**src/rtl/rcf_pkg.sv**
```systemverilog
// Shared constants, register codes and CRC-32 functions for the report CRC framer.
package rcf_pkg;

  localparam int unsigned ByteW   = 8;
  localparam int unsigned CrcW    = 32;
  localparam int unsigned CfgIdxW = 1;
  localparam int unsigned CrcLen  = 4;
  localparam int unsigned CntW    = 3;

  localparam logic [CrcW-1:0]  CrcPoly       = 32'hEDB8_8320;
  localparam logic [CrcW-1:0]  CrcPreset     = 32'hFFFF_FFFF;
  localparam logic [ByteW-1:0] SeedReset     = 8'd163;
  localparam logic [ByteW-1:0] ReportIdReset = 8'd0;

  // Configuration register indexes
  typedef enum logic [CfgIdxW-1:0] {
    REG_SEED      = 1'b0,
    REG_REPORT_ID = 1'b1
  } cfg_reg_t;

  // Fold one byte into a reflected CRC-32, LSB first
  function automatic logic [CrcW-1:0] crc_byte(input logic [CrcW-1:0] crc,
                                               input logic [ByteW-1:0] b);
    logic [CrcW-1:0] c;
    c = crc ^ {{(CrcW-ByteW){1'b0}}, b};
    for (int k = 0; k < ByteW; k++) begin
      c = c[0] ? ((c >> 1) ^ CrcPoly) : (c >> 1);
    end
    return c;
  endfunction

  // CRC state after the preset and the two implicit header bytes
  function automatic logic [CrcW-1:0] crc_header(input logic [ByteW-1:0] seed,
                                                 input logic [ByteW-1:0] rid);
    return crc_byte(crc_byte(CrcPreset, seed), rid);
  endfunction

  localparam logic [CrcW-1:0] HdrCrcReset = crc_header(SeedReset, ReportIdReset);

endpackage

```
**src/rtl/rcf_cfg.sv**
```systemverilog
// Configuration registers and the precomputed header CRC.
module rcf_cfg (
  input  logic                         clk,
  input  logic                         rst,
  input  logic                         cfg_valid,
  input  logic [rcf_pkg::CfgIdxW-1:0]  cfg_index,
  input  logic [rcf_pkg::ByteW-1:0]    cfg_data,
  output logic [rcf_pkg::CrcW-1:0]     hdr_crc
);

  logic [rcf_pkg::ByteW-1:0] seed_byte;
  logic [rcf_pkg::ByteW-1:0] report_id;

  // Latch a register write and refold the header into the start CRC
  always_ff @(posedge clk) begin
    if (rst) begin
      seed_byte <= rcf_pkg::SeedReset;
      report_id <= rcf_pkg::ReportIdReset;
      hdr_crc   <= rcf_pkg::HdrCrcReset;
    end else if (cfg_valid) begin
      unique case (rcf_pkg::cfg_reg_t'(cfg_index))
        rcf_pkg::REG_SEED: begin
          seed_byte <= cfg_data;
          hdr_crc   <= rcf_pkg::crc_header(cfg_data, report_id);
        end
        rcf_pkg::REG_REPORT_ID: begin
          report_id <= cfg_data;
          hdr_crc   <= rcf_pkg::crc_header(seed_byte, cfg_data);
        end
        default: begin
          hdr_crc <= hdr_crc;
        end
      endcase
    end
  end

endmodule

```
**src/rtl/rcf_framer.sv**
```systemverilog
// Running CRC, CRC trailer sequencer and the output register.
module rcf_framer (
  input  logic                       clk,
  input  logic                       rst,
  input  logic [rcf_pkg::CrcW-1:0]   hdr_crc,
  input  logic                       in_valid,
  output logic                       in_ready,
  input  logic [rcf_pkg::ByteW-1:0]  data_byte,
  input  logic                       last_byte,
  output logic                       out_valid,
  input  logic                       out_ready,
  output logic [rcf_pkg::ByteW-1:0]  out_byte,
  output logic                       is_crc,
  output logic                       frame_end
);

  logic [rcf_pkg::CrcW-1:0] running_crc;
  logic                     mid_frame;
  logic [rcf_pkg::CrcW-1:0] fin;
  logic [rcf_pkg::CntW-1:0] crc_cnt;

  logic                     advance;
  logic                     in_take;
  logic [rcf_pkg::CrcW-1:0] crc_next;

  // Output slot frees when empty or being taken; trailer bytes block new words
  assign advance  = !out_valid || out_ready;
  assign in_ready = advance && (crc_cnt == '0);
  assign in_take  = in_valid && in_ready;

  // One byte step from either the header CRC or the running CRC
  assign crc_next = rcf_pkg::crc_byte(mid_frame ? running_crc : hdr_crc, data_byte);

  // Hold state and the output register; advance on a free slot
  always_ff @(posedge clk) begin
    if (rst) begin
      running_crc <= rcf_pkg::CrcPreset;
      mid_frame   <= 1'b0;
      crc_cnt     <= '0;
      out_valid   <= 1'b0;
    end else if (advance) begin
      if (crc_cnt != '0) begin
        out_valid <= 1'b1;
        out_byte  <= fin[rcf_pkg::ByteW-1:0];
        is_crc    <= 1'b1;
        frame_end <= (crc_cnt == rcf_pkg::CntW'(1));
        fin       <= fin >> rcf_pkg::ByteW;
        crc_cnt   <= crc_cnt - rcf_pkg::CntW'(1);
      end else if (in_take) begin
        out_valid   <= 1'b1;
        out_byte    <= data_byte;
        is_crc      <= 1'b0;
        frame_end   <= 1'b0;
        running_crc <= crc_next;
        mid_frame   <= !last_byte;
        if (last_byte) begin
          fin     <= ~crc_next;
          crc_cnt <= rcf_pkg::CntW'(rcf_pkg::CrcLen);
        end
      end else begin
        out_valid <= 1'b0;
      end
    end
  end

  // The closing word of a frame is always a CRC word
  assert property (@(posedge clk) disable iff (rst)
    out_valid && frame_end |-> is_crc)
    else $error("frame_end on a payload word");

  // A taken CRC word that does not close the frame is followed by another
  assert property (@(posedge clk) disable iff (rst)
    out_valid && out_ready && is_crc && !frame_end |=> out_valid && is_crc)
    else $error("CRC trailer broken");

  // A last payload word arms the full four-word trailer
  assert property (@(posedge clk) disable iff (rst)
    in_take && last_byte |=> out_valid && !is_crc &&
                             crc_cnt == rcf_pkg::CntW'(rcf_pkg::CrcLen) && !mid_frame)
    else $error("trailer not armed after last word");

  // No frame is open while the trailer drains
  assert property (@(posedge clk) disable iff (rst)
    crc_cnt != '0 |-> !mid_frame)
    else $error("frame open during trailer");

endmodule

```
**src/rtl/report_crc32_framer.sv**
```systemverilog
// Top level of the report CRC-32 framer.
// Usage:
//   Input channel (in_valid/in_ready) takes at most one payload word per cycle:
//   data_byte and last_byte. Each word comes out unchanged on the output
//   channel (out_valid/out_ready) with is_crc low. After a word with
//   last_byte set, four CRC words follow, least significant byte first,
//   with is_crc high; the fourth carries frame_end.
//   The CRC is reflected CRC-32 (0xEDB88320), preset to all ones and run
//   over seed_byte and report_id before the first payload word of a frame.
//   Config channel (cfg_valid/cfg_ready, cfg_index, cfg_data) is always
//   ready; index 0 is seed_byte, index 1 is report_id. Write between frames.
// Timing:
//   An accepted word is registered and appears on the output in the next cycle.
//   Throughput is one word per cycle while out_ready is high; a last word holds
//   off input while the four CRC words go out through the single output register.
// Reset: rst (synchronous) empties the output, closes any open frame and
//   restores seed_byte = 163, report_id = 0.
// Stall: while out_ready is low with a word on the output, it holds and in_ready drops.
module report_crc32_framer (
  input  logic                          clk,
  input  logic                          rst,
  input  logic                          in_valid,
  output logic                          in_ready,
  input  logic [rcf_pkg::ByteW-1:0]     data_byte,
  input  logic                          last_byte,
  output logic                          out_valid,
  input  logic                          out_ready,
  output logic [rcf_pkg::ByteW-1:0]     out_byte,
  output logic                          is_crc,
  output logic                          frame_end,
  input  logic                          cfg_valid,
  output logic                          cfg_ready,
  input  logic [rcf_pkg::CfgIdxW-1:0]   cfg_index,
  input  logic [rcf_pkg::ByteW-1:0]     cfg_data
);

  logic [rcf_pkg::CrcW-1:0] hdr_crc;

  assign cfg_ready = 1'b1;

  rcf_cfg u_cfg (
    .clk       (clk),
    .rst       (rst),
    .cfg_valid (cfg_valid),
    .cfg_index (cfg_index),
    .cfg_data  (cfg_data),
    .hdr_crc   (hdr_crc)
  );

  rcf_framer u_framer (
    .clk       (clk),
    .rst       (rst),
    .hdr_crc   (hdr_crc),
    .in_valid  (in_valid),
    .in_ready  (in_ready),
    .data_byte (data_byte),
    .last_byte (last_byte),
    .out_valid (out_valid),
    .out_ready (out_ready),
    .out_byte  (out_byte),
    .is_crc    (is_crc),
    .frame_end (frame_end)
  );

endmodule
```
**config.mk**
```make
export PLATFORM = sky130hd
export DESIGN_NAME = report_crc32_framer
export DESIGN_NICKNAME = d
export VERILOG_FILES = /design/src/rtl/rcf_pkg.sv /design/src/rtl/rcf_cfg.sv /design/src/rtl/rcf_framer.sv /design/src/rtl/report_crc32_framer.sv
export SDC_FILE = /design/constraint.sdc
export NUM_CORES = 1
export LEC_CHECK = 0
export BUFFER_PORTS_ARGS = -buffer_cell sky130_fd_sc_hd__buf_2
export CAP_MARGIN = 20
export CORE_MARGIN = 4
export CORE_UTILIZATION = 40
export DETAILED_ROUTE_END_ITERATION = 10
export GPL_ROUTABILITY_DRIVEN = 0
export PLACE_DENSITY_LB_ADDON = 0.1
export RECOVER_POWER = 100
export SYNTH_ARGS = -nofsm -noshare
export SYNTH_HDL_FRONTEND = slang
export SYNTH_SLANG_ARGS = --single-unit
```
**constraint.sdc**
```tcl
create_clock -name clk -period 3.21 [get_ports clk]
set_input_delay 0.1605 -clock clk [delete_from_list [all_inputs] [get_ports clk]]
set_output_delay 0.1605 -clock clk [all_outputs]
set_load 0.02 [all_outputs]
```
# Word-level counts from Yosys, hierarchy flattened
# Index checks and enable logic that the tools add are counted.
totals:
  ff_bits: 127
  in_bits: 23
  out_inout_bits: 13
  word_cells: 132
op_classes:
  add_sub_neg: 1
  eq_ne: 1
  n_mux: 54
  n_bitwise: 49
  n_reduce_logical: 15
op_table:
  columns: ["op", "n"]
  rows:
  - ["32-bit two-way mux", 43]
  - ["13-bit inverter with 14-bit output", 40]
  - ["32-bit by 8-bit bitwise XOR with 32-bit output", 3]
  - ["8-bit inverter with 32-bit output", 2]
  - ["32-bit one-hot mux with 2 select lines", 1]
  - ["32-bit inverter", 1]
  - ["24-bit two-way mux", 1]
  - ["8-bit two-way mux", 2]
  - ["3-bit two-way mux", 3]
  - ["3-bit AND reduction", 3]
  - ["1-bit two-way mux", 4]
  - ["2-bit AND reduction", 2]
  - ["4-bit AND reduction", 1]
  - ["2-bit nonzero test", 2]
  - ["3-bit by 1-bit equality test with 1-bit output, second input constant", 1]
  - ["3-bit zero test", 1]
  - ["1-bit inverter", 3]
  - ["3-bit nonzero test", 1]
  - ["3-bit by 1-bit subtractor with 3-bit output, second input constant", 1]
  - ["1-bit logical AND", 2]
  - ["1-bit zero test", 2]
  - ["1-bit logical OR", 1]

# Depth between registers and ports, before layout
logic_depth:
  ltp_word: 35
  depth_mapped: 8
  mapped_depth_nobuf: 7

# Cells and area by module
# A second synthesis with hierarchy kept.
unflattened:
  hier_cells: 862
  area_unflattened_um2: 8291.7
by_module_without_submodules:
  columns: ["mod", "instances", "cells_each", "area_each_um2", "seq_area_each_um2"]
  rows:
  - ["rcf_framer", 1, 399, 4206.5, 2001.9]
  - ["rcf_cfg", 1, 461, 4073.9, 960.9]
  - ["report_crc32_framer", 1, 2, 11.3, 0.0]

# Least setup slack after synthesis
# Ideal clock, no wire load.
synth_path:
  kind: "register to register"
  start: "register u_framer.out_valid"
  end: "register u_framer.fin[0] in the netlist's numbering, enable pin"
  setup_time_ns: 0.461
  arrival_ns: 2.934
  required_ns: 2.749
  slack_ns: -0.185
  stages_incl_launch_ff: 4
  path_buffers: 1
  synth_period_minus_slack_ns: 3.395
  cell_sequence: "dfxtp_1 nor2b_1 clkbuf_1 nor3_1"
synth_between:
  elab_chain_cells: 6
synth_lines:
  columns: ["element", "line", "rtl"]
  rows:
  - ["from (decl)", "rcf_framer.sv:10", "output logic out_valid,"]
  - ["from (signal assigned)", "rcf_framer.sv:40", "out_valid <= 1'b0;"]
  - ["from (signal assigned)", "rcf_framer.sv:43", "out_valid <= 1'b1;"]
  - ["from (signal assigned)", "rcf_framer.sv:50", "out_valid <= 1'b1;"]
  - ["1-bit zero test *", "rcf_framer.sv:27", "assign advance = !out_valid || out_ready;"]
  - ["1-bit logical OR *", "rcf_framer.sv:27", null]
  - ["1-bit logical AND", "rcf_framer.sv:28", "assign in_ready = advance && (crc_cnt == '0);"]
  - ["1-bit logical AND", "rcf_framer.sv:29", "assign in_take = in_valid && in_ready;"]
  - ["2-bit nonzero test (no source line)", null, null]
  - ["4-bit AND reduction (no source line) *", null, null]
  - ["to (signal assigned)", "rcf_framer.sv:47", "fin <= fin >> rcf_pkg::ByteW;"]
  - ["to (signal assigned)", "rcf_framer.sv:57", "fin <= ~crc_next;"]
  - ["to (decl)", "rcf_framer.sv:19", "logic [rcf_pkg::CrcW-1:0] fin;"]
# Every way passes the cells marked *; elsewhere a longest branch is shown, timed or not.
# A chain may end at the register's enable or synchronous reset.

# Worst setup path in the final report
layout_path:
  start: "register u_framer.mid_frame"
  end: "register u_framer.fin[18] in the netlist's numbering (data pin)"
layout_between:
  elab_chain_cells: 19
  elab_cells_between_ends: 20
  classes_between: "12 x mux; 8 x bitwise"
layout_lines:
  columns: ["element", "line", "rtl"]
  rows:
  - ["from (decl)", "rcf_framer.sv:18", "logic mid_frame;"]
  - ["from (signal assigned)", "rcf_framer.sv:55", "mid_frame <= !last_byte;"]
  - ["32-bit two-way mux *", "rcf_framer.sv:32", "assign crc_next = rcf_pkg::crc_byte(mid_frame ? running_crc : hdr_crc, data_byte);"]
  - ["32-bit by 8-bit bitwise XOR with 32-bit output *", "rcf_pkg.sv:25", "c = crc ^ {{(CrcW-ByteW){1'b0}}, b};"]
  - ["32-bit two-way mux *", "rcf_pkg.sv:27", "c = c[0] ? ((c >> 1) ^ CrcPoly) : (c >> 1);"]
  - ["13-bit inverter with 14-bit output (no source line)", null, null]
  - ["32-bit two-way mux *", "rcf_pkg.sv:27", null]
  - ["13-bit inverter with 14-bit output (no source line)", null, null]
  - ["32-bit two-way mux * (2 in series)", "rcf_pkg.sv:27", null]
  - ["13-bit inverter with 14-bit output (no source line)", null, null]
  - ["32-bit two-way mux *", "rcf_pkg.sv:27", null]
  - ["13-bit inverter with 14-bit output (no source line)", null, null]
  - ["32-bit two-way mux *", "rcf_pkg.sv:27", null]
  - ["13-bit inverter with 14-bit output (no source line)", null, null]
  - ["32-bit two-way mux * (2 in series)", "rcf_pkg.sv:27", null]
  - ["32-bit inverter *", "rcf_framer.sv:57", null]
  - ["32-bit two-way mux *", "rcf_framer.sv:56", "if (last_byte) begin"]
  - ["32-bit two-way mux *", "rcf_framer.sv:49", "end else if (in_take) begin"]
  - ["24-bit two-way mux *", "rcf_framer.sv:42", "if (crc_cnt != '0) begin"]
# Every way passes the cells marked *; elsewhere a longest branch is shown, timed or not. The select of a mux whose other input is x is not followed.

==> metrics.md <==
| Metric | Value |
|---|---|
| DRT Pass-1 Iters | `5` |
| Post_cts resized | `0` |
| Post-Syn Area per Cell | `9.948 um2` |
| Mapped Cells | `850` |
| Worst Path Buf+Inv | `0` |
| Post-layout min period | `2949 ps` |
| Number of antenna violations at the first check in global routing | `0` |
| CTS root buf | `clkbuf_16` |
| Vias in the first global route | `5946` |
| H-tree depth | `4` |
| CTS tree | `yes` |
| GRT Overall Usage | `19.75%` |
| Wire per inst | `20.38 um` |
| FILL cells | `2038` |
| Layout cells sized above 1 | `10.92%` |
| Max transition margin | `-25.14%` |
| PortBufs | `34` |
| Sum Neg Setup Slack | `0 ps` |
| GR Overflow Total | `0` |
| Fin. Hold Viols | `0` |
| Clock Path Buffers | `2` |
| Initial DRC count | `458` |
| Critical Path AT | `3120 ps` |
| Post-synth EDFFs | `42` |
| Final Skew | `14.70 ps` |
| FMAX | `339.1 MHz` |
| Total wire length | `23230 um` |
| Crit path max-delay family | `XOR/XNOR gates` |
| Synthesized cell area | `0.008456 mm2` |
| Crit path largest cell delay | `650 ps` |
| Placed cell count | `1108` |
| Ys flop type | `dfxtp_1` |
| Power per cell area | `827.4 mW/mm2` |
| Ys async rst share | `0%` |
| CORE AREA | `0.02049 mm2` |
| CP max FO | `12` |
| Max_cap viols | `2` |
| Net Count, Synth | `873` |
| CTS buffer count | `17` |
| Worst Setup End Kind | `register` |
| CP Data Required Time | `3380 ps` |
| RSZ-0062 raised after global routing | `no` |
| Yosys reg bits | `127` |
| Clock slew at reported path FFs | `60 ps` |
| Multi-input logic area | `0.005066 mm2` |
| Io pins | `36` |
| Die height | `153.4 um` |
| Sink Count | `127` |
| Seq/Total Area, Yosys | `35.04%` |
| Final setup fails | `0` |
| Fin nets | `880` |
| Post-DP HPWL | `16940 um` |
| Tcrit/Tclk final | `91.87%` |
| Post-CTS Setup Inserts | `0` |
| First-pass GRT wire length | `35880 um` |
| Hold WC Path Type | `input pin to register` |
| Worst vdd ir | `0.3846 mV` |
| Pins Over Slew Limit | `69` |
| P&R area growth vs syn | `9.885%` |
| Clk_lat worst skew | `420 ps` |
| Critical path type | `register to register` |
| Die extent in x | `153.4 um` |
| Leak pwr | `0.003590 uW` |
| Worst-path cell chain | `mux2i_1, xnor2_1, xor2_1, xor2_1, xnor2_1, mux2_2` |
| Non-filler cells, final | `1140` |
| Slowest-stage cell, CP | `xnor2_1` |
| Worst-margin pin slew | `1877 ps` |
| Final ANT Viol Nets | `0` |
| Die ar. | `0.02353 mm2` |
| Status | `finished with violations` |
| Synth warn | `0` |
| Register area | `0.002964 mm2` |
| Drt drc | `0` |
| Largest net degree at the start of global routing | `52` |
| Vias per cell | `5.233` |
| Routed vias | `5966` |
| Final antenna diode count | `0` |
| Synth unique cells | `46` |
| Row count | `52` |
| Initial core utilization | `41.26%` |
| Startpoint types | `register` |
| Failing checks | `max-capacitance violations, max-slew violations` |
| Min Hold Slack | `34.66 ps` |
| Hold buffers post-CTS | `0` |
[cells in the mapped netlist (5+ instances only)]
cell	n	area (um2)
xnor2_1	155	1358
nand2_1	151	566.8
dfxtp_1	85	1702
xor2_1	53	464.2
clkbuf_1	43	161.4
nor2_1	43	161.4
edfxtp_1	42	1261
mux2i_1	31	310.3
o21ai_0	29	145.1
a21oi_1	28	140.1
xnor3_1	28	630.6
nand3_1	20	100.1
o211ai_1	16	120.1
buf_2	14	70.07
a211oi_1	11	82.58
xor2_2	11	178.9
xnor2_2	10	162.7
nor3_1	9	45.04
a211o_1	7	61.31
and2_1	7	43.79
mux2_2	7	78.83
xnor2_4	6	165.2
buf_4	5	37.54
[state kept, by name, indices dropped and copies added (netlist names)]
name	flops
u_framer.crc_cnt	3
u_framer.out_valid	1
u_framer.fin	32
u_cfg.seed_byte	8
u_framer.running_crc	32
u_framer.out_byte	8
u_framer.is_crc	1
u_cfg.hdr_crc	32
u_framer.mid_frame	1
u_framer.frame_end	1
u_cfg.report_id	8
[routing by layer]
metal | track usage [%] | up-vias | routed length [um]
met1 | 29.10 | 2933 | 11200
met5 | 0 | - | 0
met3 | 4.241 | 18 | 1490
met2 | 29.88 | 175 | 10290
li1 | - | 2840 | -
met4 | 4.331 | 0 | 245
[where the power goes]
part,switching (uW),total (uW),internal (uW)
registers,164,2230,2070
logic,1870,3390,1520
clock network,807,2070,1260
[placed cells by master, fill, tap and decap left out, drive strengths merged, types with 9 or more instances in the layout]
| cell type | instances |
|---|---|
| a211oi | 11 |
| a21oi | 28 |
| buf | 35 |
| clkbuf | 38 |
| dfxtp | 85 |
| edfxtp | 42 |
| mux2i | 33 |
| nand2 | 151 |
| nand3 | 20 |
| nor2 | 43 |
| nor3 | 9 |
| o211ai | 16 |
| o21ai | 29 |
| xnor2 | 171 |
| xnor3 | 29 |
| xor2 | 66 |
[final timing paths]
check / from / to / slack, ps / cells after the start
worst min-delay path: data_byte[2] / u_framer.out_byte[2]$_DFFE_PP_ / 30 / 3
worst max register to register: u_framer.mid_frame$_SDFFE_PP0P_ / u_framer.fin[18]$_DFFE_PP_ / 260 / 6
worst min register to register: u_framer.running_crc[28]$_SDFFE_PP1P_ / u_framer.running_crc[28]$_SDFFE_PP1P_ / 470 / 2
worst max-delay path: u_framer.mid_frame$_SDFFE_PP0P_ / u_framer.fin[18]$_DFFE_PP_ / 260 / 6
[per-stage QoR]
step	utilization [%]	area [um2]	setup WS, ps	total power (uW)
3_3_place_gp	43.10	8832	345.3	5683
3_5_place_dp	43.10	8832	368.4	5684
6_report	45.34	9291	261.0	7687
5_1_grt	45.34	9291	129.3	8098
2_1_floorplan	-	8461	806.9	4864
4_1_cts	46.12	9453	341.4	7779
[kinds of logic after synthesis]
logic type / synth area share [%]
XOR/XNOR: 36.77
buffers and inverters: 3.759
AND/OR/NAND/NOR: 11.31
AO/OA/AOI/OAI: 8.154
multiplexers: 4.928
other: 0.04435
flip-flops: 35.04
[worst min-delay path, delay by kind of cell]
kind	cells	cell delay (ps)
and+or+nand+nor	2	90
buffers and inverters	1	100
[area by class of cell]
type                            count  share of cell area (%)
Tap cell                          270                   3.636
Inverter                            5                  0.2020
Clock buffer                       19                   4.767
Multi-Input combinational cell    652                   54.52
Clock inverter                     13                   1.912
Sequential cell                   127                   31.90
Timing Repair Buffer               54                   3.057
Power figures use the tool's default switching activity.
